### src/rtl/tlp_pkg.sv
// shared types and constants for the two-level local branch predictor
// no dependencies; used by every rtl file and the port checker
package tlp_pkg;

    localparam int HISTORY_ENTRIES_DEF = 512;
    localparam int PATTERN_TABLES_DEF  = 8;
    localparam int HISTORY_BITS_DEF    = 6;

    localparam int PC_BITS = 12;

    // front queue, power of two so the pointers wrap by themselves
    localparam int QDEPTH = 4;
    localparam int QAW    = $clog2(QDEPTH);
    localparam int QCW    = $clog2(QDEPTH + 1);

    // request codes
    localparam logic REQ_PREDICT = 1'b0;
    localparam logic REQ_UPDATE  = 1'b1;

    // two-bit saturating counter codes
    localparam logic [1:0] CTR_MIN       = 2'b00;
    localparam logic [1:0] CTR_RESET     = 2'b01;
    localparam logic [1:0] CTR_TAKEN_MIN = 2'b10;
    localparam logic [1:0] CTR_MAX       = 2'b11;

    typedef enum logic [1:0] {
        ST_CLEAR,
        ST_IDLE,
        ST_HIST,
        ST_CTR
    } tlp_state_t;

    // back-end status seen by the front end
    typedef struct packed {
        logic clearing;
        logic take;
    } tlp_ctl_t;

endpackage

### src/rtl/tlp_front.sv
// front end: accepts items, splits the branch address into table and history
// select over two stages, and buffers them in a small queue; uses tlp_pkg
module tlp_front #(
    parameter int HISTORY_ENTRIES = tlp_pkg::HISTORY_ENTRIES_DEF,
    parameter int PATTERN_TABLES  = tlp_pkg::PATTERN_TABLES_DEF,
    parameter int TW              = 1,
    parameter int HW              = 1
) (
    input  logic                        clk,
    input  logic                        rst_n,
    input  logic                        push,
    output logic                        full,
    input  logic                        req_type,
    input  logic [tlp_pkg::PC_BITS-1:0] pc_low,
    input  logic                        taken,
    input  tlp_pkg::tlp_ctl_t           ctl,
    output logic                        q_valid,
    output logic                        q_req_type,
    output logic                        q_taken,
    output logic [TW-1:0]               q_table,
    output logic [HW-1:0]               q_hsel
);

    localparam int N  = tlp_pkg::PC_BITS;
    localparam int MW = N + 2;
    localparam int PW = 2 * N + 2;

    // exact quotients by reciprocal multiply: q = (pc * ceil(2^K / d)) >> K, K = N + clog2(d)
    localparam longint unsigned D1 = longint'(PATTERN_TABLES);
    localparam longint unsigned D2 = longint'(PATTERN_TABLES) * longint'(HISTORY_ENTRIES);
    localparam int K1 = N + $clog2(PATTERN_TABLES);
    localparam int K2 = N + $clog2(PATTERN_TABLES * HISTORY_ENTRIES);
    localparam longint unsigned M1 = ((64'd1 << K1) + D1 - 64'd1) / D1;
    localparam longint unsigned M2 = ((64'd1 << K2) + D2 - 64'd1) / D2;
    localparam logic [MW-1:0] M1_C = MW'(M1);
    localparam logic [MW-1:0] M2_C = MW'(M2);

    logic          s1_valid_reg, s1_valid_next;
    logic          s1_req_reg;
    logic          s1_taken_reg;
    logic [N-1:0]  s1_pc_reg;
    logic [N-1:0]  s1_q1_reg;
    logic [N-1:0]  s1_q2_reg;

    logic [PW-1:0] prod1;
    logic [PW-1:0] prod2;
    logic [N-1:0]  q1;
    logic [N-1:0]  q2;

    logic [N-1:0]  table_full;
    logic [N:0]    hsel_full;

    logic          qe_req_reg   [tlp_pkg::QDEPTH];
    logic          qe_taken_reg [tlp_pkg::QDEPTH];
    logic [TW-1:0] qe_table_reg [tlp_pkg::QDEPTH];
    logic [HW-1:0] qe_hsel_reg  [tlp_pkg::QDEPTH];

    logic [tlp_pkg::QAW-1:0] head_reg, head_next;
    logic [tlp_pkg::QAW-1:0] tail_reg, tail_next;
    logic [tlp_pkg::QCW-1:0] cnt_reg, cnt_next;

    logic accept;

    // room is reserved for the item in the split stage as well
    assign full   = ctl.clearing
                  || ((cnt_reg + tlp_pkg::QCW'(s1_valid_reg)) >= tlp_pkg::QCW'(tlp_pkg::QDEPTH));
    assign accept = push && !full;

    assign prod1 = PW'(pc_low) * PW'(M1_C);
    assign prod2 = PW'(pc_low) * PW'(M2_C);
    assign q1    = N'(prod1 >> K1);
    assign q2    = N'(prod2 >> K2);

    assign s1_valid_next = accept;

    always_ff @(posedge clk or negedge rst_n)
    begin
        if (!rst_n)
        begin
            s1_valid_reg <= 1'b0;
        end
        else
        begin
            s1_valid_reg <= s1_valid_next;
        end
    end

    always_ff @(posedge clk)
    begin
        if (accept)
        begin
            s1_req_reg   <= req_type;
            s1_taken_reg <= taken;
            s1_pc_reg    <= pc_low;
            s1_q1_reg    <= q1;
            s1_q2_reg    <= q2;
        end
    end

    // remainders from the registered quotients
    assign table_full = s1_pc_reg - N'(s1_q1_reg * N'(PATTERN_TABLES));
    assign hsel_full  = (N+1)'(s1_q1_reg) - (N+1)'((N+1)'(s1_q2_reg) * (N+1)'(HISTORY_ENTRIES));

    always_comb
    begin
        head_next = head_reg;
        tail_next = tail_reg;
        cnt_next  = cnt_reg;
        if (s1_valid_reg)
        begin
            tail_next = tail_reg + tlp_pkg::QAW'(1);
        end
        if (ctl.take)
        begin
            head_next = head_reg + tlp_pkg::QAW'(1);
        end
        cnt_next = cnt_reg + tlp_pkg::QCW'(s1_valid_reg) - tlp_pkg::QCW'(ctl.take);
    end

    always_ff @(posedge clk or negedge rst_n)
    begin
        if (!rst_n)
        begin
            head_reg <= '0;
            tail_reg <= '0;
            cnt_reg  <= '0;
        end
        else
        begin
            head_reg <= head_next;
            tail_reg <= tail_next;
            cnt_reg  <= cnt_next;
        end
    end

    always_ff @(posedge clk)
    begin
        if (s1_valid_reg)
        begin
            qe_req_reg[tail_reg]   <= s1_req_reg;
            qe_taken_reg[tail_reg] <= s1_taken_reg;
            qe_table_reg[tail_reg] <= table_full[TW-1:0];
            qe_hsel_reg[tail_reg]  <= hsel_full[HW-1:0];
        end
    end

    assign q_valid    = (cnt_reg != '0);
    assign q_req_type = qe_req_reg[head_reg];
    assign q_taken    = qe_taken_reg[head_reg];
    assign q_table    = qe_table_reg[head_reg];
    assign q_hsel     = qe_hsel_reg[head_reg];

endmodule

### config.mk
export PLATFORM = sky130hd
export DESIGN_NAME = tlp_front
export DESIGN_NICKNAME = d
export VERILOG_FILES = /design/src/rtl/tlp_pkg.sv /design/src/rtl/tlp_front.sv
export SDC_FILE = /design/constraint.sdc
export NUM_CORES = 1
export LEC_CHECK = 0
export BUFFER_PORTS_ARGS = -buffer_cell sky130_fd_sc_hd__clkbuf_2
export CAP_MARGIN = 15
export CORE_MARGIN = 2
export CORE_UTILIZATION = 55
export DETAILED_ROUTE_END_ITERATION = 7
export GPL_ROUTABILITY_DRIVEN = 0
export PLACE_DENSITY_LB_ADDON = 0.1
export SKIP_CTS_REPAIR_TIMING = 1
export SLEW_MARGIN = 20
export SYNTH_ARGS = -nofsm -noshare
export SYNTH_HDL_FRONTEND = slang
export SYNTH_SLANG_ARGS = --single-unit
### constraint.sdc
create_clock -name clk -period 4.02 [get_ports clk]
set_input_delay 0.402 -clock clk [delete_from_list [all_inputs] [get_ports clk]]
set_output_delay 0.402 -clock clk [all_outputs]
set_load 0.01 [all_outputs]
# Yosys cells after proc, flatten, opt, wreduce, memory -nomap -nowiden
# Memories as Yosys holds them, arrays and structs flattened.
# Index checks and enable logic that the tools add are counted.
# totals
ramBits	16
regBits	12
elab_cells	24
memories	4
in_bits	19
out_inout_bits	6
# memory_table
name	depth	width	rd	rd_clocked_by_memory_dff	write_ports	line_no	rtl
qe_hsel_reg	4	1	1	0	1	tlp_front.sv:56	logic [HW-1:0] qe_hsel_reg [tlp_pkg::QDEPTH];
qe_req_reg	4	1	1	0	1	tlp_front.sv:53	logic qe_req_reg [tlp_pkg::QDEPTH];
qe_table_reg	4	1	1	0	1	tlp_front.sv:55	logic [TW-1:0] qe_table_reg [tlp_pkg::QDEPTH];
qe_taken_reg	4	1	1	0	1	tlp_front.sv:54	logic qe_taken_reg [tlp_pkg::QDEPTH];
# op_classes
n_lt_le_gt_ge	1
n_mux	2
n_reduce_logical	4
add_sub_neg	5
# ops
op	count
2-bit by 1-bit adder with 2-bit output, second input constant	2
3-bit by 1-bit adder with 3-bit output	1
3-bit >= comparator, second input constant	1
3-bit nonzero test	1
3-bit by 1-bit subtractor with 3-bit output	1
1-bit two-way mux	2
1-bit logical AND	1
1-bit zero test	1
1-bit logical OR	1
1-bit subtractor, second input constant	1

# Depth between registers and ports, before layout
# depth
word_depth	5
depth_mapped	5
mapped_depth_nobuf	5

# Worst setup path before layout
# No wires, ideal clock.
# synth_timing
kind	flip-flop to flip-flop
start	register s1_valid_reg
end	register s1_pc_reg[0], enable pin
n_path_buf	0
slack_ns	2.392
period_less_slack_ns	1.628
arrival_time_ns	1.315
setup_ns	0.313
path_stages_with_launch	5
required_ns	3.707
path_cell_list	dfrtp_1 -> ha_1 -> ha_1 -> xnor2_1 -> and3b_1
# synth_between
elab_chain_len	5
# synth_rtl
item	line_no	rtl
start, declared	tlp_front.sv:38	logic s1_valid_reg, s1_valid_next;
start signal, assigned	tlp_front.sv:84	s1_valid_reg <= s1_valid_next;
3-bit by 1-bit adder with 3-bit output	tlp_front.sv:66	|| ((cnt_reg + tlp_pkg::QCW'(s1_valid_reg)) >= tlp_pkg::QCW'(tlp_pkg::QDEPTH));
3-bit >= comparator	tlp_front.sv:66	
1-bit logical OR	tlp_front.sv:66	
1-bit zero test	tlp_front.sv:67	assign accept = push && !full;
1-bit logical AND	tlp_front.sv:67	
via accept	tlp_front.sv:62	logic accept;
end signal, assigned	tlp_front.sv:94	s1_pc_reg <= pc_low;
end, declared	tlp_front.sv:41	logic [N-1:0] s1_pc_reg;
# The timed path passes the listed nets, and every way through them passes these cells.
# A chain may end at the register's enable or synchronous reset.

# Final worst setup path
# layout_timing
start	register s1_valid_reg
end	output port full
# layout_between
elab_chain_len	3
# layout_rtl
item	line_no	rtl
3-bit by 1-bit adder with 3-bit output	tlp_front.sv:66	
3-bit >= comparator	tlp_front.sv:66	
1-bit logical OR	tlp_front.sv:66	
end, declared	tlp_front.sv:12	output logic full,
# No other way between the ends.

==> metrics.txt <==
most used routing layer=met2; diodes inserted=0; H-tree depth=1; Final min period=about 2.1 ns; Routed WL=1.32 mm; count of different cell masters after synthesis=14; placed cell areas=roughly 1200 um^2; row cnt=16; critical path peak fanout=8; M1 GR Usage=0.191; setup TNS=0 ns; DP Wirelength=about 1.0 mm; Synth Warn #=0; Synth Instances=62; Setup WS pre-CTS=2.25 ns; flip-flop and latch count after synthesis=28; GRT Total Usage=0.137; maximum vdd drop=around 0.00035 V; number of global-route vias before repair=521; Max stage delay cell, worst path=dfrtp_1; P_sw=217 uW; Clk pwr share=0.221; Setup crit start kind=flip-flop; largest net degree at the start of global routing=17; CTS Buf Count=3; clk root buf=clkbuf_4; initial antenna violation count=0; most frequent cells in the layout=edfxtp_1, clkbuf_2, ha_1, dfrtp_1, inv_1; # IOs=25; critical path type=reg2out; Switching Share=0.273; Placed Cells=between 100 and 150; Worst EP required=3.62 ns; final-report setup violation count=0; met2 Use GR=0.218; die area=around 2400 um^2; Worst Hold Class=in2reg; Layout Skew=between 0.0015 and 0.002 ns; via density per instance=4.71; layout cells sized above 1=0.275; Slew headroom=0.774; transition time of the tightest slew-check pin=0.340 ns; Sequential Power Share=0.535; DRT Pass-1 Iters=3; Congestion Overflow GR=0; Remaining DRCs=0; IO Port Bufs=14; Synthesized Nets=89; Final Cycle Share=0.523; Crit path arrival time=1.70 ns; CTS sink count=28; synth-to-layout area growth=13.8%; final hold violations=0; Pint=between 500 and 600 uW; DR WL/cell=12.4 um; Die Height=49.3 um; minimum hold slack=0.253 ns; Critical Path End Type=output pin; cell mode on critical path=ha_1; clock latency at the later pin of the worst-skew pair=0.31 ns; fin area=approximately 1300 um^2; status=finished, final reports clean; core area=approximately 2000 um^2; CP Cell Sequence=ha_1 -> ha_1 -> xnor2_1 -> nand2b_1 -> clkbuf_2; fmax=0.475 GHz; Worst path max stage delay=0.48 ns; P_leak=~0.00053 uW; share of total power in combinational logic=0.244; Die Width=49.3 um; CTS Buffer Depth=2; Avg Cell Area, Syn=18.2 um^2; Vias=a little over 500; RSZ-0062 raised after global routing=no; Clock Pin Slew Worst Setup and Hold Paths=0.14 ns; first-pass GRT wire length=2.47 mm; Final #Nets=108; CTS tree=built; met3 usage=0.0276; Starting Density=0.581; Slew Viols, Final=0; Non-Filler Instances=107; final worst slack=1.92 ns; number of routed nets with antenna violations=0; max cap viols=0; P per Cell Area=620 nW/um^2; Seq/Total Area, Yosys=0.710; Initial DRC Count=9; Netlist Area Pre-Place=around 1100 um^2; most common cell after layout, fill and taps aside=edfxtp_1
==> metal layers <==
metal | part of all wire | wire length, um
met1 | 0.46 | 615
met2 | 0.49 | 647
met3 | 0.040 | 53
met4 | 0.0060 | 8
met5 | 0 | 0
==> worst max-delay path, delay by kind of cell, from the launching register on <==
kind / cells / cell delay, ns
xor+xnor: 1 / 0.27
buf+inv: 1 / 0.13
fa+ha+maj: 2 / 0.43
flops: 1 / 0.48
simple gates: 1 / 0.09
==> synth_stat cells (all sizes together) <==
cell	instances	share of area
buf	1	0.010
and3b	1	0.0078
mux4	4	0.080
ha	8	0.089
and2	4	0.022
nand2b	1	0.0056
o21ai	1	0.0044
xnor2	3	0.023
dfrtp	8	0.18
xor2	2	0.016
or3	1	0.0056
edfxtp	20	0.53
nand2	2	0.0067
inv	6	0.020
==> power groups by stage <==
stage / Combinational (uW) / Clock (uW) / Sequential (uW)
final: 194 / 176 / 425
after global routing: 228 / 190 / 438
after CTS: 197 / 182 / 428
after detailed placement: 195 / 0 / 434
after global placement: 192 / 0 / 431
after floorplan: 171 / 0 / 406
==> through the flow <==
stage / util / total power [uW]
CTS: 0.655 / 807
detailed placement: 0.628 / 630
global route: 0.660 / 856
global placement: 0.628 / 623
finish: 0.660 / 795
floorplan: - / 578
==> layout make-up <==
class                      instances  area (um^2)
timing repair buffer              15         80.1
fill                             148          659
clock buffer                       3         22.5
inverter                           6         22.5
tap                               27         33.8
sequential                        28          801
multi-input combinational         27          293
clock inverter                     1         30.0
==> logic make-up after synthesis <==
| family | count (synthesis) | synth area share |
|---|---|---|
| mux | 4 | 0.0799 |
| simple gates | 9 | 0.0477 |
| fa+ha+maj | 8 | 0.0888 |
| xor+xnor | 5 | 0.0389 |
| compound gates | 1 | 0.00444 |
| buf+inv | 7 | 0.0300 |
| flops | 28 | 0.710 |
==> path summary, 6_finish.rpt <==
check                             start        endpoint  slack (ns)  cells past startpoint
max                        s1_valid_reg            full        1.92                      5
min                           pc_low[3]    s1_q1_reg[0]        0.25                      1
max reg2reg                s1_valid_reg    s1_q1_reg[0]        2.24                      4
min reg2reg                s1_q1_reg[0]  qe_hsel_reg[2]        0.53                      0
max in group asynchronous         rst_n     tail_reg[0]        3.40                      2
min in group asynchronous         rst_n     head_reg[1]        0.44                      2
Note: power is estimated with default switching activity, not from simulation.
