File: src/rtl/tlp_pkg.sv
// shared types and constants for the two-level local branch predictor
// no dependencies; used by every rtl file and the port checker
package tlp_pkg;

    localparam int HISTORY_ENTRIES_DEF = 512;
    localparam int PATTERN_TABLES_DEF  = 8;
    localparam int HISTORY_BITS_DEF    = 6;

    localparam int PC_BITS = 12;

    // front queue, power of two so the pointers wrap by themselves
    localparam int QDEPTH = 4;
    localparam int QAW    = $clog2(QDEPTH);
    localparam int QCW    = $clog2(QDEPTH + 1);

    // request codes
    localparam logic REQ_PREDICT = 1'b0;
    localparam logic REQ_UPDATE  = 1'b1;

    // two-bit saturating counter codes
    localparam logic [1:0] CTR_MIN       = 2'b00;
    localparam logic [1:0] CTR_RESET     = 2'b01;
    localparam logic [1:0] CTR_TAKEN_MIN = 2'b10;
    localparam logic [1:0] CTR_MAX       = 2'b11;

    typedef enum logic [1:0] {
        ST_CLEAR,
        ST_IDLE,
        ST_HIST,
        ST_CTR
    } tlp_state_t;

    // back-end status seen by the front end
    typedef struct packed {
        logic clearing;
        logic take;
    } tlp_ctl_t;

endpackage

File: src/rtl/tlp_back.sv
// back end: history and counter memories, clearing sweep after reset,
// read-modify-write sequencer and result register; uses tlp_pkg
module tlp_back #(
    parameter int HISTORY_ENTRIES = tlp_pkg::HISTORY_ENTRIES_DEF,
    parameter int PATTERN_TABLES  = tlp_pkg::PATTERN_TABLES_DEF,
    parameter int HISTORY_BITS    = tlp_pkg::HISTORY_BITS_DEF,
    parameter int TW              = 1,
    parameter int HW              = 1
) (
    input  logic              clk,
    input  logic              rst_n,
    input  logic              q_valid,
    input  logic              q_req_type,
    input  logic              q_taken,
    input  logic [TW-1:0]     q_table,
    input  logic [HW-1:0]     q_hsel,
    output tlp_pkg::tlp_ctl_t ctl,
    output logic              empty,
    input  logic              pop,
    output logic              predict_taken
);

    localparam int CTR_DEPTH = PATTERN_TABLES * (2 ** HISTORY_BITS);
    localparam int CA_W      = $clog2(CTR_DEPTH);
    localparam int CLR_DEPTH = (HISTORY_ENTRIES > CTR_DEPTH) ? HISTORY_ENTRIES : CTR_DEPTH;
    localparam int CLR_W     = $clog2(CLR_DEPTH);
    localparam int HB        = HISTORY_BITS;

    logic [HB-1:0] hist_mem [HISTORY_ENTRIES];
    logic [1:0]    ctr_mem  [CTR_DEPTH];

    tlp_pkg::tlp_state_t state_reg, state_next;
    logic [CLR_W-1:0]    clr_reg, clr_next;
    logic                res_valid_reg, res_valid_next;
    logic                res_taken_reg;

    logic                item_req_reg;
    logic                item_taken_reg;
    logic [TW-1:0]       item_table_reg;
    logic [HW-1:0]       item_hsel_reg;
    logic [HB-1:0]       hist_rd_reg;
    logic [1:0]          ctr_rd_reg;
    logic [CA_W-1:0]     ctr_addr_reg;

    logic                take;
    logic                ctr_re;
    logic                res_load;
    logic                hist_we;
    logic [HW-1:0]       hist_wa;
    logic [HB-1:0]       hist_wd;
    logic                ctr_we;
    logic [CA_W-1:0]     ctr_wa;
    logic [1:0]          ctr_wd;
    logic                out_free;
    logic                clr_last;
    logic                clr_in_hist;
    logic                clr_in_ctr;
    logic [CA_W-1:0]     ctr_addr;
    logic [1:0]          ctr_upd;
    logic                is_update;

    assign out_free    = !res_valid_reg || pop;
    assign clr_last    = (clr_reg == CLR_W'(CLR_DEPTH - 1));
    assign clr_in_hist = ({1'b0, clr_reg} < (CLR_W+1)'(HISTORY_ENTRIES));
    assign clr_in_ctr  = ({1'b0, clr_reg} < (CLR_W+1)'(CTR_DEPTH));
    assign ctr_addr    = (CA_W'(item_table_reg) << HB) | CA_W'(hist_rd_reg);
    assign is_update   = (item_req_reg == tlp_pkg::REQ_UPDATE);

    always_comb
    begin
        if (item_taken_reg)
        begin
            ctr_upd = (ctr_rd_reg == tlp_pkg::CTR_MAX) ? tlp_pkg::CTR_MAX : ctr_rd_reg + 2'd1;
        end
        else
        begin
            ctr_upd = (ctr_rd_reg == tlp_pkg::CTR_MIN) ? tlp_pkg::CTR_MIN : ctr_rd_reg - 2'd1;
        end
    end

    // next state
    always_comb
    begin
        state_next = state_reg;
        case (state_reg)
            tlp_pkg::ST_CLEAR:
            begin
                if (clr_last)
                begin
                    state_next = tlp_pkg::ST_IDLE;
                end
            end
            tlp_pkg::ST_IDLE:
            begin
                if (q_valid)
                begin
                    state_next = tlp_pkg::ST_HIST;
                end
            end
            tlp_pkg::ST_HIST:
            begin
                state_next = tlp_pkg::ST_CTR;
            end
            tlp_pkg::ST_CTR:
            begin
                if (out_free)
                begin
                    state_next = tlp_pkg::ST_IDLE;
                end
            end
            default:
            begin
                state_next = tlp_pkg::ST_CLEAR;
            end
        endcase
    end

    // outputs of the sequencer
    always_comb
    begin
        take     = 1'b0;
        ctr_re   = 1'b0;
        res_load = 1'b0;
        hist_we  = 1'b0;
        hist_wa  = item_hsel_reg;
        hist_wd  = HB'({hist_rd_reg, item_taken_reg});
        ctr_we   = 1'b0;
        ctr_wa   = ctr_addr_reg;
        ctr_wd   = ctr_upd;
        clr_next = clr_reg;
        case (state_reg)
            tlp_pkg::ST_CLEAR:
            begin
                hist_we  = clr_in_hist;
                hist_wa  = clr_reg[HW-1:0];
                hist_wd  = '0;
                ctr_we   = clr_in_ctr;
                ctr_wa   = clr_reg[CA_W-1:0];
                ctr_wd   = tlp_pkg::CTR_RESET;
                clr_next = clr_reg + CLR_W'(1);
            end
            tlp_pkg::ST_IDLE:
            begin
                take = q_valid;
            end
            tlp_pkg::ST_HIST:
            begin
                ctr_re = 1'b1;
            end
            tlp_pkg::ST_CTR:
            begin
                res_load = out_free;
                hist_we  = out_free && is_update;
                ctr_we   = out_free && is_update;
            end
            default:
            begin
                take = 1'b0;
            end
        endcase
    end

    always_comb
    begin
        res_valid_next = res_valid_reg;
        if (res_load)
        begin
            res_valid_next = 1'b1;
        end
        else if (pop)
        begin
            res_valid_next = 1'b0;
        end
    end

    always_ff @(posedge clk or negedge rst_n)
    begin
        if (!rst_n)
        begin
            state_reg     <= tlp_pkg::ST_CLEAR;
            clr_reg       <= '0;
            res_valid_reg <= 1'b0;
        end
        else
        begin
            state_reg     <= state_next;
            clr_reg       <= clr_next;
            res_valid_reg <= res_valid_next;
        end
    end

    always_ff @(posedge clk)
    begin
        if (take)
        begin
            item_req_reg   <= q_req_type;
            item_taken_reg <= q_taken;
            item_table_reg <= q_table;
            item_hsel_reg  <= q_hsel;
        end
        if (ctr_re)
        begin
            ctr_addr_reg <= ctr_addr;
        end
        if (res_load)
        begin
            res_taken_reg <= (ctr_rd_reg >= tlp_pkg::CTR_TAKEN_MIN);
        end
    end

    always_ff @(posedge clk)
    begin
        if (hist_we)
        begin
            hist_mem[hist_wa] <= hist_wd;
        end
        if (take)
        begin
            hist_rd_reg <= hist_mem[q_hsel];
        end
    end

    always_ff @(posedge clk)
    begin
        if (ctr_we)
        begin
            ctr_mem[ctr_wa] <= ctr_wd;
        end
        if (ctr_re)
        begin
            ctr_rd_reg <= ctr_mem[ctr_addr];
        end
    end

    assign ctl.clearing  = (state_reg == tlp_pkg::ST_CLEAR);
    assign ctl.take      = take;
    assign empty         = !res_valid_reg;
    assign predict_taken = res_taken_reg;

endmodule

File: config.mk
export PLATFORM = sky130hd
export DESIGN_NAME = tlp_back
export DESIGN_NICKNAME = d
export VERILOG_FILES = /design/src/rtl/tlp_pkg.sv /design/src/rtl/tlp_back.sv
export SDC_FILE = /design/constraint.sdc
export NUM_CORES = 1
export LEC_CHECK = 0
export ABC_AREA = 1
export ABC_CLOCK_PERIOD_IN_PS = 6700
export BUFFER_PORTS_ARGS = -buffer_cell sky130_fd_sc_hd__clkbuf_2
export CORE_MARGIN = 4
export CORE_UTILIZATION = 54
export CTS_CLUSTER_DIAMETER = 120
export DETAILED_ROUTE_END_ITERATION = 8
export GPL_TIMING_DRIVEN = 0
export PLACE_DENSITY = 0.75
export SLEW_MARGIN = 30
export SYNTH_ARGS = -nofsm -noshare
export SYNTH_HDL_FRONTEND = slang
export SYNTH_SLANG_ARGS = --single-unit
File: constraint.sdc
create_clock -name clk -period 6.7 [get_ports clk]
set_input_delay 2.01 -clock clk [delete_from_list [all_inputs] [get_ports clk]]
set_output_delay 2.01 -clock clk [all_outputs]
set_load 0.03 [all_outputs]
======== Word level (Yosys, flattened, before mapping) ========
Memories as Yosys holds them, arrays and structs flattened. A register that Yosys moved wholly into a read port is not among the register bits.
Cells that the tools add are included.
storage, ports and cells
  output and inout port bits .............. 4
  latch bits .............................. 0
  bits in writable memories ............... 4096
  memories ................................ 2
  bits in read-only memories .............. 0
  logic and storage cells ................. 50
  register bits ........................... 26
memory list
  memory    depth  bits a word  read ports  clocked after memory_dff  write ports  RTL line        source
  hist_mem  512    6            1           1                         1            tlp_back.sv:29  logic [HB-1:0] hist_mem [HISTORY_ENTRIES];
  ctr_mem   512    2            1           1                         1            tlp_back.sv:30  logic [1:0] ctr_mem [CTR_DEPTH];
cells by class
  mux-type cells .......................... 19
  $lt $le $gt $ge ......................... 1
  add/subtract/negate cells ............... 3
  multipliers ............................. 0
  reduce and logical (&&, ||, !) cells .... 7
  equal/unequal tests ..................... 8
  div/mod/pow operators ................... 0
  shift-type cells ........................ 0
  bitwise logic cells ..................... 1
operators by type and width
  cell                                                                     number
  2-bit two-way mux                                                        7
  9-bit by 1-bit adder with 9-bit output, second input constant            1
  9-bit equality test, second input constant                               1
  9-bit two-way mux                                                        1
  1-bit two-way mux                                                        8
  2-bit case mux with 4 select lines                                       1
  7-bit by 6-bit OR with 7-bit output                                      1
  2-bit equality test, second input constant                               3
  6-bit two-way mux                                                        1
  2-bit logical NOT                                                        2
  2-bit inequality test, second input constant                             2
  3-bit AND reduction                                                      1
  2-bit by 1-bit adder with 2-bit output, second input constant            1
  2-bit by 1-bit equality test with 1-bit output, second input constant    1
  2-bit >= comparator, second input constant                               1
  2-bit by 1-bit inequality test with 1-bit output, second input constant  1
  1-bit case mux with 2 select lines                                       1
  2-bit nonzero test                                                       1
  2-bit by 1-bit subtractor with 2-bit output, second input constant       1
  1-bit logical AND                                                        1
  1-bit logical NOT                                                        1
  1-bit logical OR                                                         1

======== Depth between registers and ports, before layout ========
Gate-level depths: netlist of run 1.
  depth after elaboration ................. 6
  mapped depth ............................ 13
  mapped depth without buffers ............ 11

======== Least setup slack after synthesis of run 1 ========
Ideal clock, no wire load.
  path type ............................... register -> register
  start point ............................. register state_reg[0]
  end point ............................... memory ctr_mem[0][1], data pin
  buffers on the path ..................... 1
  arrival time ............................ 3.914 ns
  setup slack ............................. 1.991 ns
  library setup time ...................... 0.795 ns
  cell stages (with the launch flop) ...... 7
  path through ............................ dfrtp_1 > inv_1 > ha_1 > clkbuf_1 > inv_1 > o21ai_0 > nor2_1
on the way
  cells in the longest elaborated chain, start to end .. 2
RTL lines
  element                   RTL line         source
  start: declaration        tlp_back.sv:32   tlp_pkg::tlp_state_t state_reg, state_next;
  start signal: assignment  tlp_back.sv:180  state_reg <= tlp_pkg::ST_CLEAR;
  start signal: assignment  tlp_back.sv:186  state_reg <= state_next;
  2-bit logical NOT         tlp_back.sv:131  case (state_reg)
  2-bit two-way mux         tlp_back.sv:131
  via ctr_wd[1]             tlp_back.sv:53   logic [1:0] ctr_wd;
  end: declaration          tlp_back.sv:30
The timed path passes the listed nets, and every way through them passes these cells.

======== Worst setup path after layout of run 1 ========
  start point ............................. input port q_valid
  end point ............................... output port ctl[0] (netlist name)
on the way
  cells in the longest elaborated chain, start to end .. 1
RTL lines
  element             RTL line         source
  start: declaration  tlp_back.sv:12   input logic q_valid,
  1-bit two-way mux   tlp_back.sv:131
  end: declaration    tlp_back.sv:17   output tlp_pkg::tlp_ctl_t ctl,
Every way passes these cells.

==> impl_metrics.env, run 1 <==
export IMPL_yosysUniqueCellTypes=28
export IMPL_synthTopCellsByArea="edfxtp_1 (67%), nand2_1 (10%), nand3_1 (9.2%)"
export IMPL_rows=56
export IMPL_finalWirelength_um=35300
export IMPL_synth_area_mm2=0.0128
export IMPL_clk_latency_ps=570
export IMPL_fin_crit_ps=4910
export IMPL_finalHoldViolations=0
export IMPL_cts_hold_buf=0
export IMPL_synth_fp_nets=1196
export IMPL_setup_viol=0
export IMPL_synth_compound_area_frac=0.00869
export IMPL_core_mm2=0.0234
export IMPL_hold_depth=0
export IMPL_slew_viol_final=0
export IMPL_diodes=0
export IMPL_vdd_drop_max_uv=266
export IMPL_reg2reg_slack_ps=3340
export IMPL_post_route_util=0.615
export IMPL_reg2reg_depth=9
export IMPL_fin_nets=1261
export IMPL_grt_pass1_wl_um=53600
export IMPL_numPortBuffers=11
export IMPL_synth_edf_count=288
export IMPL_drtIter0Drc=1280
export IMPL_p_leak_nw=5.18
export IMPL_async_flop_share=0.0400
export IMPL_worst_setup_path_type="primary input to primary output"
export IMPL_comb_power_share=0.269
export IMPL_yosys_top_cells_count="nand2_1 (340), edfxtp_1 (288), nand3_1 (236)"
export IMPL_largest_reg_flops=256
export IMPL_ys_flop_type="edfxtp_1"
export IMPL_tightest_slew_ps=1010
export IMPL_cts_resized=0
export IMPL_worstPathArrival_ps=2900
export IMPL_worstSetupEndpointType="primary output"
export IMPL_power_mw=5.53
export IMPL_pwr_share_seq=0.447
export IMPL_synth_area_mux_share=0.00527
export IMPL_switchingPower_mw=1.86
export IMPL_cts_tree="yes"
export IMPL_grt_max_degree=34
export IMPL_ys_warnings_count=0
export IMPL_clock_fmax_ghz=0.204
export IMPL_reg2reg_to="ctr_mem[34][0]"
export IMPL_ctsHtreeMaxLevel=1
export IMPL_violations="DRC"
export IMPL_holdCritPathClass="flop to flop"
export IMPL_tns_ps=0
export IMPL_rsz0062_at_grt="false"
export IMPL_whs_endpoint="ctr_addr_reg[4]"
export IMPL_grt_pass1_vias=9225
export IMPL_ys_seq_area_frac=0.698
export IMPL_cts_path_max_buffers=3
export IMPL_num_vias=9395
export IMPL_synth_ff_latch_count=300
export IMPL_place_area_mm2=0.0135
export IMPL_critPathLaunchType="primary input"
export IMPL_die_area_mm2=0.0263
export IMPL_fin_area_mm2=0.0144
export IMPL_dp_hpwl_um=23600
export IMPL_rr_startpoint="state_reg[0]"
export IMPL_gp_congestion=0.963
export IMPL_fin_skew_ps=11.3
export IMPL_synthSimpleGateAreaFrac=0.244
export IMPL_max_cap_viol_count=0
export IMPL_clkTransAtPathRegs_ps=60
export IMPL_drive_above_1_share=0.0892
export IMPL_synthXorXnorAreaFrac=0.00478
export IMPL_cts_sinks=300
export IMPL_gr_total_overflow=0
export IMPL_clock_root_buffer="clkbuf_16"
export IMPL_ant_nets=0
export IMPL_min_delay_start="hist_rd_reg[4]"
export IMPL_wl_per_cell_um=22.3
export IMPL_outcome="finished, violations left"
export IMPL_power_density_mw_per_mm2=385
export IMPL_die_w_um=162
export IMPL_swShare=0.336
export IMPL_synth_top_area_frac=0.675
export IMPL_antenna_found_initial=0
export IMPL_syn_instance_count=1181
export IMPL_final_period_utilization=0.732
export IMPL_yosysTopAreaCell="edfxtp_1"
export IMPL_synth_area_per_cell_um2=10.9
export IMPL_synth_fa_ha_area_frac=0.00683
export IMPL_syn_to_final_growth_pct=12.2
export IMPL_cts_setup_buffers=0
export IMPL_drc=2
export IMPL_critPathMaxFanout=11
export IMPL_first_pass_iters=7
export IMPL_cts_buffers=31
export IMPL_start_util=0.548
export IMPL_slew_limit_headroom=0.324
export IMPL_p_int_mw=3.67
export IMPL_via_per_inst=5.92
export IMPL_yosysMostFrequentCell="nand2_1"
export IMPL_grt_use_total=0.272
export IMPL_synth_top_family_by_area="simple AND/OR/NAND/NOR gates"
export IMPL_ioPinCount=12
export IMPL_clockPowerShare=0.283
export IMPL_critPathRequiredTime_ps=4690
export IMPL_die_h_um=162
## routing by layer
metal / part of all wire / track usage
met1: 0.37 / 0.356
met2: 0.47 / 0.438
met3: 0.11 / 0.0551
met4: 0.054 / 0.132
met5: 0 / 0
## cell type report
class | count | area (um2)
timing repair buffer | 32 | 245
buffer | 67 | 287
clock buffer | 37 | 798
multi-input combinational | 779 | 3460
sequential | 300 | 8950
clock inverter | 17 | 116
inverter | 35 | 131
fill | 1922 | 9020
tap | 319 | 399
## power groups by stage
stage | combinational, mW | clock, mW | sequential, mW
2_1_floorplan | 0.818 | 0 | 2.56
3_3_place_gp | 1.29 | 0 | 2.63
3_5_place_dp | 1.45 | 0 | 2.51
4_1_cts | 1.46 | 1.58 | 2.48
5_1_grt | 1.60 | 1.66 | 2.48
6_report | 1.49 | 1.57 | 2.48
## worst max-delay path by stage
stage,startpoint,endpoint,depth (start not counted)
after CTS,q_valid,ctl[0],5
after detailed placement,q_valid,ctl[0],5
after global placement,ctr_rd_reg[0],ctr_mem[14][0],1
after floorplan,state_reg[0],ctr_mem[0][1],6
final,q_valid,ctl[0],5
after global routing,q_valid,ctl[0],5
## stage by stage
stage	setup slack (ps)	hold slack [ps]	instances
after CTS	1770	466	1586
final	1790	461	1586
after detailed placement	1770	450	1532
after global routing	1730	477	1586
after floorplan	1990	424	1181
after global placement	-1730	435	1511
## critical path, stage by stage
cell and delay (ps):
clkbuf_2 90, nand2_1 50, inv_1 360, buf_4 190
clkbuf_2 190
## logic make-up (layout without fill, tap and decap cells)
group,count (synthesis),in the layout
and+or+nand+nor,741,741
buffers and inverters,102,188
xor gates and xnor gates,7,7
adders and majority gates,7,7
muxes,6,6
DFF,300,300
AOI/OAI and AO/OA,18,18
## placed cells by master (no fill, tap or decap)
| cell | netlist | layout |
|---|---|---|
| buf_16 | 0 | 2 |
| nor2_4 | 0 | 1 |
| buf_1 | 16 | 16 |
| nor2_1 | 154 | 153 |
| mux2_2 | 6 | 6 |
| buf_8 | 0 | 3 |
| a21oi_1 | 4 | 4 |
| nand2_1 | 340 | 340 |
| buf_4 | 1 | 5 |
| o21ai_1 | 2 | 2 |
| clkbuf_2 | 0 | 11 |
| nor3_2 | 1 | 1 |
| a21oi_4 | 1 | 1 |
| nand3_1 | 236 | 236 |
| inv_1 | 30 | 30 |
| xor2_1 | 7 | 7 |
| nor3_4 | 1 | 1 |
| nor2_2 | 1 | 1 |
| ha_1 | 7 | 7 |
| o221ai_1 | 1 | 1 |
| a21oi_2 | 1 | 1 |
| clkinv_4 | 0 | 1 |
| dfrtp_1 | 12 | 12 |
| inv_16 | 0 | 1 |
| inv_2 | 3 | 3 |
| o21ai_0 | 8 | 8 |
| nor3_1 | 1 | 1 |
| bufinv_16 | 0 | 1 |
| clkinv_1 | 2 | 12 |
| clkinv_2 | 0 | 4 |
| edfxtp_1 | 288 | 288 |
| nand3_2 | 2 | 2 |
| buf_2 | 25 | 37 |
| clkbuf_1 | 25 | 31 |
| nand4_1 | 5 | 5 |
| o211ai_1 | 1 | 1 |
| clkbuf_16 | 0 | 31 |
(Power assumes the default switching activity.)
==> inputs of run 2 (changes only) <==
ABC_AREA = 0   (was 1)
ABC_CLOCK_PERIOD_IN_PS = 4300   (was 6700)
PLACE_DENSITY = 0.77   (was 0.75)
clock period = 4.3 ns   (was 6.7 ns; I/O delays follow)
==> impl_metrics.env, run 2 <==
export IMPL_max_cap_viol_count=0
export IMPL_drive_above_1_share=0.160
export IMPL_fin_crit_ps=3600
export IMPL_yosysUniqueCellTypes=42
export IMPL_syn_to_final_growth_pct=11.2
export IMPL_ys_flop_type="edfxtp_1"
export IMPL_worstSetupPathDepth=8
export IMPL_reg2reg_slack_ps=700
export IMPL_via_per_inst=6.32
export IMPL_swShare=0.189
export IMPL_final_period_utilization=0.837
export IMPL_num_vias=6894
export IMPL_reg2reg_depth=8
export IMPL_clk_latency_ps=540
export IMPL_cts_buffers=29
export IMPL_cts_tree="yes"
export IMPL_power_mw=5.41
export IMPL_clkTransAtPathRegs_ps=60
export IMPL_critPathRequiredTime_ps=4560
export IMPL_slew_viol_final=0
export IMPL_die_area_mm2=0.0255
export IMPL_finalHoldViolations=0
export IMPL_synth_area_per_cell_um2=16.9
export IMPL_dp_hpwl_um=18300
export IMPL_yosysMostFrequentCell="edfxtp_1"
export IMPL_worstSetupEndpointType="flop"
export IMPL_cpPeakStageDelay_ps=550
export IMPL_synthTopCellsByArea="edfxtp_1 (70%), mux4_2 (8.2%), nor2_1 (4.1%)"
export IMPL_tightest_slew_ps=936
export IMPL_p_int_mw=4.39
export IMPL_numPortBuffers=11
export IMPL_min_delay_start="hist_rd_reg[2]"
export IMPL_yosysTopAreaCell="edfxtp_1"
export IMPL_fin_skew_ps=12.6
export IMPL_holdWs_ps=477
export IMPL_outcome="finished clean"
export IMPL_die_h_um=160
export IMPL_core_mm2=0.0226
export IMPL_synth_fp_nets=751
export IMPL_synth_edf_count=288
export IMPL_power_density_mw_per_mm2=392
export IMPL_comb_power_share=0.002
export IMPL_grt_use_total=0.212
export IMPL_ioPinCount=12
export IMPL_grt_pass1_wl_um=42000
export IMPL_worstPathArrival_ps=3860
export IMPL_p_leak_nw=4.03
export IMPL_path_cells="clkbuf_1 -> clkbuf_1 -> buf_1 -> mux4_2 -> mux2_2 -> o22ai_1 -> nor3_1 -> or4_1"
export IMPL_grt_max_degree=70
export IMPL_synth_top_area_frac=0.697
export IMPL_holdCritPathClass="flop to flop"
export IMPL_critPathMaxFanout=10
export IMPL_vdd_drop_max_uv=434
export IMPL_diodes=0
export IMPL_hold_depth=0
export IMPL_final_common_cell="edfxtp_1"
export IMPL_antenna_found_initial=0
export IMPL_synth_ff_latch_count=300
export IMPL_die_w_um=160
export IMPL_cts_hold_buf=0
export IMPL_reg2reg_to="ctr_rd_reg[1]"
export IMPL_largest_reg_flops=256
export IMPL_cp_common_cell="clkbuf_1"
export IMPL_critPathLaunchType="flop"
export IMPL_cts_sinks=300
export IMPL_syn_instance_count=736
export IMPL_cts_path_max_buffers=3
export IMPL_slew_limit_headroom=0.376
export IMPL_ys_seq_area_frac=0.721
export IMPL_ant_nets=0
export IMPL_yosys_top_cells_count="edfxtp_1 (288), nor2_1 (135), mux4_2 (45)"
export IMPL_worst_setup_path_type="flop to flop"
export IMPL_final_cell_mix="edfxtp_1 (288), nor2_1 (135), mux4_2 (45), nand2_1 (37), mux2i_1 (33)"
export IMPL_gp_congestion=0.840
export IMPL_rows=55
export IMPL_whs_endpoint="ctr_addr_reg[2]"
export IMPL_rr_startpoint="hist_rd_reg[2]"
export IMPL_cts_setup_buffers=0
export IMPL_first_pass_iters=5
export IMPL_finalWirelength_um=26900
export IMPL_setup_viol=0
export IMPL_gr_total_overflow=0
export IMPL_fin_nets=799
export IMPL_fillerInstances=1580
export IMPL_ys_warnings_count=0
export IMPL_switchingPower_mw=1.02
export IMPL_drtIter0Drc=770
export IMPL_pwr_share_seq=0.584
export IMPL_ctsHtreeMaxLevel=1
export IMPL_cts_resized=0
export IMPL_rsz0062_at_grt="false"
export IMPL_drc=0
export IMPL_crit_path_top_delay_cell="clkbuf_1"
export IMPL_clock_root_buffer="clkbuf_16"
export IMPL_wl_per_cell_um=24.7
export IMPL_start_util=0.548
export IMPL_cp_num_buf_inv=3
export IMPL_grt_pass1_vias=7143
export IMPL_crit_family="buffers and inverters"
export IMPL_clockPowerShare=0.414
export IMPL_synth_area_mm2=0.0124
export IMPL_async_flop_share=0.0400
export IMPL_clock_fmax_ghz=0.278
run 2: how the worst max path moves through the flow:
stage	startpoint	end	slack, ps
finish	hist_rd_reg[2]	ctr_rd_reg[1]	700
global route	hist_rd_reg[2]	ctr_rd_reg[0]	510
CTS	hist_rd_reg[2]	ctr_rd_reg[0]	720
detailed placement	hist_rd_reg[2]	ctr_rd_reg[0]	740
global placement	state_reg[0]	ctr_mem[116][1]	-610
floorplan	state_reg[0]	ctr_mem[0][1]	920
run 2: cell type report:
| cell class | instances | area, um2 | share of cell area |
|---|---|---|---|
| inverter | 11 | 41.3 | 0.00299 |
| clock inverter | 20 | 92.6 | 0.00671 |
| multi-input combinational | 388 | 3260 | 0.236 |
| timing repair buffer | 17 | 175 | 0.0127 |
| tap | 285 | 357 | 0.0259 |
| buffer | 37 | 180 | 0.0131 |
| sequential | 300 | 8950 | 0.649 |
| clock buffer | 33 | 741 | 0.0537 |
run 2: kinds of logic (layout without fill, tap and decap cells):
logic type | Yosys count | count (layout) | synth area share
and+or+nand+nor | 216 | 216 | 0.0730
muxes | 106 | 106 | 0.147
xor gates and xnor gates | 7 | 7 | 0.00494
adders and majority gates | 7 | 7 | 0.00706
AOI/OAI and AO/OA | 52 | 52 | 0.0287
buffers and inverters | 48 | 118 | 0.0178
DFF | 300 | 300 | 0.721
run 2: worst register-to-register path, cell delays in order (launching register included):
cell and delay (ps):
edfxtp_1 350, clkbuf_1 440, clkbuf_1 550, buf_1 530
mux4_2 410, mux2_2 270, o22ai_1 170, nor3_1 70
or4_1 530
run 2: power groups by stage:
stage | logic [mW] | clock network [mW] | registers [mW]
6_report | 0.0107 | 2.24 | 3.15
5_1_grt | 0.0120 | 2.40 | 3.15
4_1_cts | 0.0109 | 2.26 | 3.15
3_5_place_dp | 0.0108 | 0 | 3.22
3_3_place_gp | 0.0100 | 0 | 3.22
2_1_floorplan | 0.00464 | 0 | 3.22
run 2: per-stage QoR:
step                instance area [um2]   util  TNS (ps)  setup slack (ps)  std cells
floorplan                         12400      -         0               924        736
global placement                  12800  0.566    -85920              -615       1032
detailed placement                13000  0.572         0               736       1038
CTS                               13800  0.609         0               717       1091
global route                      13800  0.609         0               515       1091
finish                            13800  0.609         0               699       1091
run 2: layer usage:
metal / vias up / wire, um / track usage
li1: 2951 / - / -
met1: 3552 / 10500 / 0.293
met2: 338 / 13700 / 0.361
met3: 53 / 2110 / 0.0293
met4: 0 / 668 / 0.0529
met5: - / 0 / 0
==> inputs of run 3 (changes only) <==
ABC_CLOCK_PERIOD_IN_PS = 3400   (was 4300)
PLACE_DENSITY = 0.75   (was 0.77)
clock period = 3.4 ns   (was 4.3 ns; I/O delays follow)
==> impl_metrics.env, run 3 (same netlist as run 2, synthesis figures left out) <==
export IMPL_drtIter0Drc=716
export IMPL_setup_viol=0
export IMPL_num_vias=6718
export IMPL_tns_ps=0
export IMPL_grt_use_total=0.207
export IMPL_max_cap_viol_count=0
export IMPL_critPathRequiredTime_ps=3670
export IMPL_die_area_mm2=0.0255
export IMPL_gr_total_overflow=0
export IMPL_critPathLaunchType="flop"
export IMPL_worst_setup_path_type="flop to flop"
export IMPL_final_cell_mix="edfxtp_1 (288), nor2_1 (135), mux4_2 (45), nand2_1 (37), mux2i_1 (33)"
export IMPL_clock_fmax_ghz=0.304
export IMPL_finalWirelength_um=26200
export IMPL_syn_to_final_growth_pct=12.8
export IMPL_core_mm2=0.0226
export IMPL_ctsHtreeMaxLevel=1
export IMPL_place_area_mm2=0.0129
export IMPL_antenna_found_initial=0
export IMPL_dp_cells=1037
export IMPL_finalHoldViolations=0
export IMPL_reg2reg_depth=7
export IMPL_fin_crit_ps=3290
export IMPL_clkTransAtPathRegs_ps=60
export IMPL_vdd_drop_max_uv=566
export IMPL_tightest_slew_ps=881
export IMPL_via_per_inst=6.16
export IMPL_power_mw=7.35
export IMPL_final_common_cell="edfxtp_1"
export IMPL_drc=0
export IMPL_layout_setup_ws_ps=114
export IMPL_slew_limit_headroom=0.413
export IMPL_stdcell_count=1091
export IMPL_power_density_mw_per_mm2=525
export IMPL_reg2reg_to="ctr_rd_reg[1]"
export IMPL_first_pass_iters=5
export IMPL_rr_startpoint="hist_rd_reg[2]"
export IMPL_largest_reg_flops=256
export IMPL_outcome="finished clean"
export IMPL_diodes=0
export IMPL_drive_above_1_share=0.176
export IMPL_grt_pass1_wl_um=40900
export IMPL_grt_pass1_vias=7125
export IMPL_post_route_util=0.618
export IMPL_holdCritPathClass="primary input to asynchronous set/reset pin"
export IMPL_fin_skew_ps=9.86
export IMPL_reg2reg_slack_ps=110
export IMPL_die_h_um=160
export IMPL_cts_tree="yes"
export IMPL_cts_path_max_buffers=3
export IMPL_clk_latency_ps=550
export IMPL_pre_cts_ws_ps=-272
export IMPL_worstPathArrival_ps=3550
export IMPL_fin_area_mm2=0.0140
export IMPL_cts_setup_buffers=0
export IMPL_slew_viol_final=0
export IMPL_holdWs_ps=355
export IMPL_ioPinCount=12
export IMPL_ant_nets=0
export IMPL_cts_buffers=30
export IMPL_worstSetupEndpointType="flop"
export IMPL_numPortBuffers=11
export IMPL_p_leak_nw=4.13
export IMPL_critPathMaxFanout=10
export IMPL_final_period_utilization=0.966
export IMPL_rsz0062_at_grt="false"
export IMPL_die_w_um=160
export IMPL_clock_root_buffer="clkbuf_16"
export IMPL_cts_sinks=300
export IMPL_dp_hpwl_um=17900
export IMPL_fin_nets=799
export IMPL_rows=55
export IMPL_wl_per_cell_um=24.0
export IMPL_start_util=0.548
export IMPL_grt_max_degree=78
export IMPL_gp_congestion=0.822
-- run 3: cell types whose count changed in the layout (fill, tap and decap cells not counted), moves of 2 or more --
cell,previous run,this run
bufinv_16,0,5
clkbuf_16,29,31
clkbuf_2,12,14
clkinv_1,12,5
nor3_1,13,9
nor3_2,0,4
-- run 3: critical path: stages, from the launching register on --
cell      delay (ps)
edfxtp_1         350
clkbuf_1         450
buf_2            400
mux4_1           360
mux4_2           530
o22ai_1          240
nor4_1            80
or4_1            580
-- run 3: worst max path at each step --
stage	cells past startpoint	from	slack [ps]	end
after floorplan	4	state_reg[0]	20	ctr_mem[0][1]
after global placement	4	state_reg[0]	-1600	ctr_mem[116][1]
after detailed placement	8	hist_rd_reg[2]	-270	ctr_rd_reg[0]
after CTS	7	hist_rd_reg[2]	20	ctr_rd_reg[0]
after global routing	7	state_reg[0]	1	ctr_mem[2][0]
final	7	hist_rd_reg[2]	110	ctr_rd_reg[1]
-- run 3: layout make-up --
type | instances | area (um2)
sequential | 300 | 8950
fill | 1540 | 8650
multi-input combinational | 388 | 3280
clock buffer | 36 | 795
tap | 285 | 357
clock inverter | 18 | 215
buffer | 37 | 184
timing repair buffer | 16 | 168
inverter | 11 | 41.3
-- run 3: routing by layer --
| metal | track usage | vias to the layer above | wire length [um] |
|---|---|---|---|
| met3 | 0.0365 | 77 | 1780 |
| met4 | 0.0761 | 0 | 958 |
| li1 | - | 2965 | - |
| met2 | 0.346 | 298 | 13100 |
| met1 | 0.275 | 3378 | 10400 |
| met5 | 0 | - | 0 |
-- run 3: repair_timing --
item,in CTS,in global routing
resized for setup,2,7
endpoints found under the setup margin,2,16
hold buffers,0,0
-- run 3: where the power goes --
part / switching [mW] / internal, mW
Combinational: 0.00630 / 0.00717
Sequential: 0.0000000000000000276 / 3.99
Clock: 1.31 / 2.03
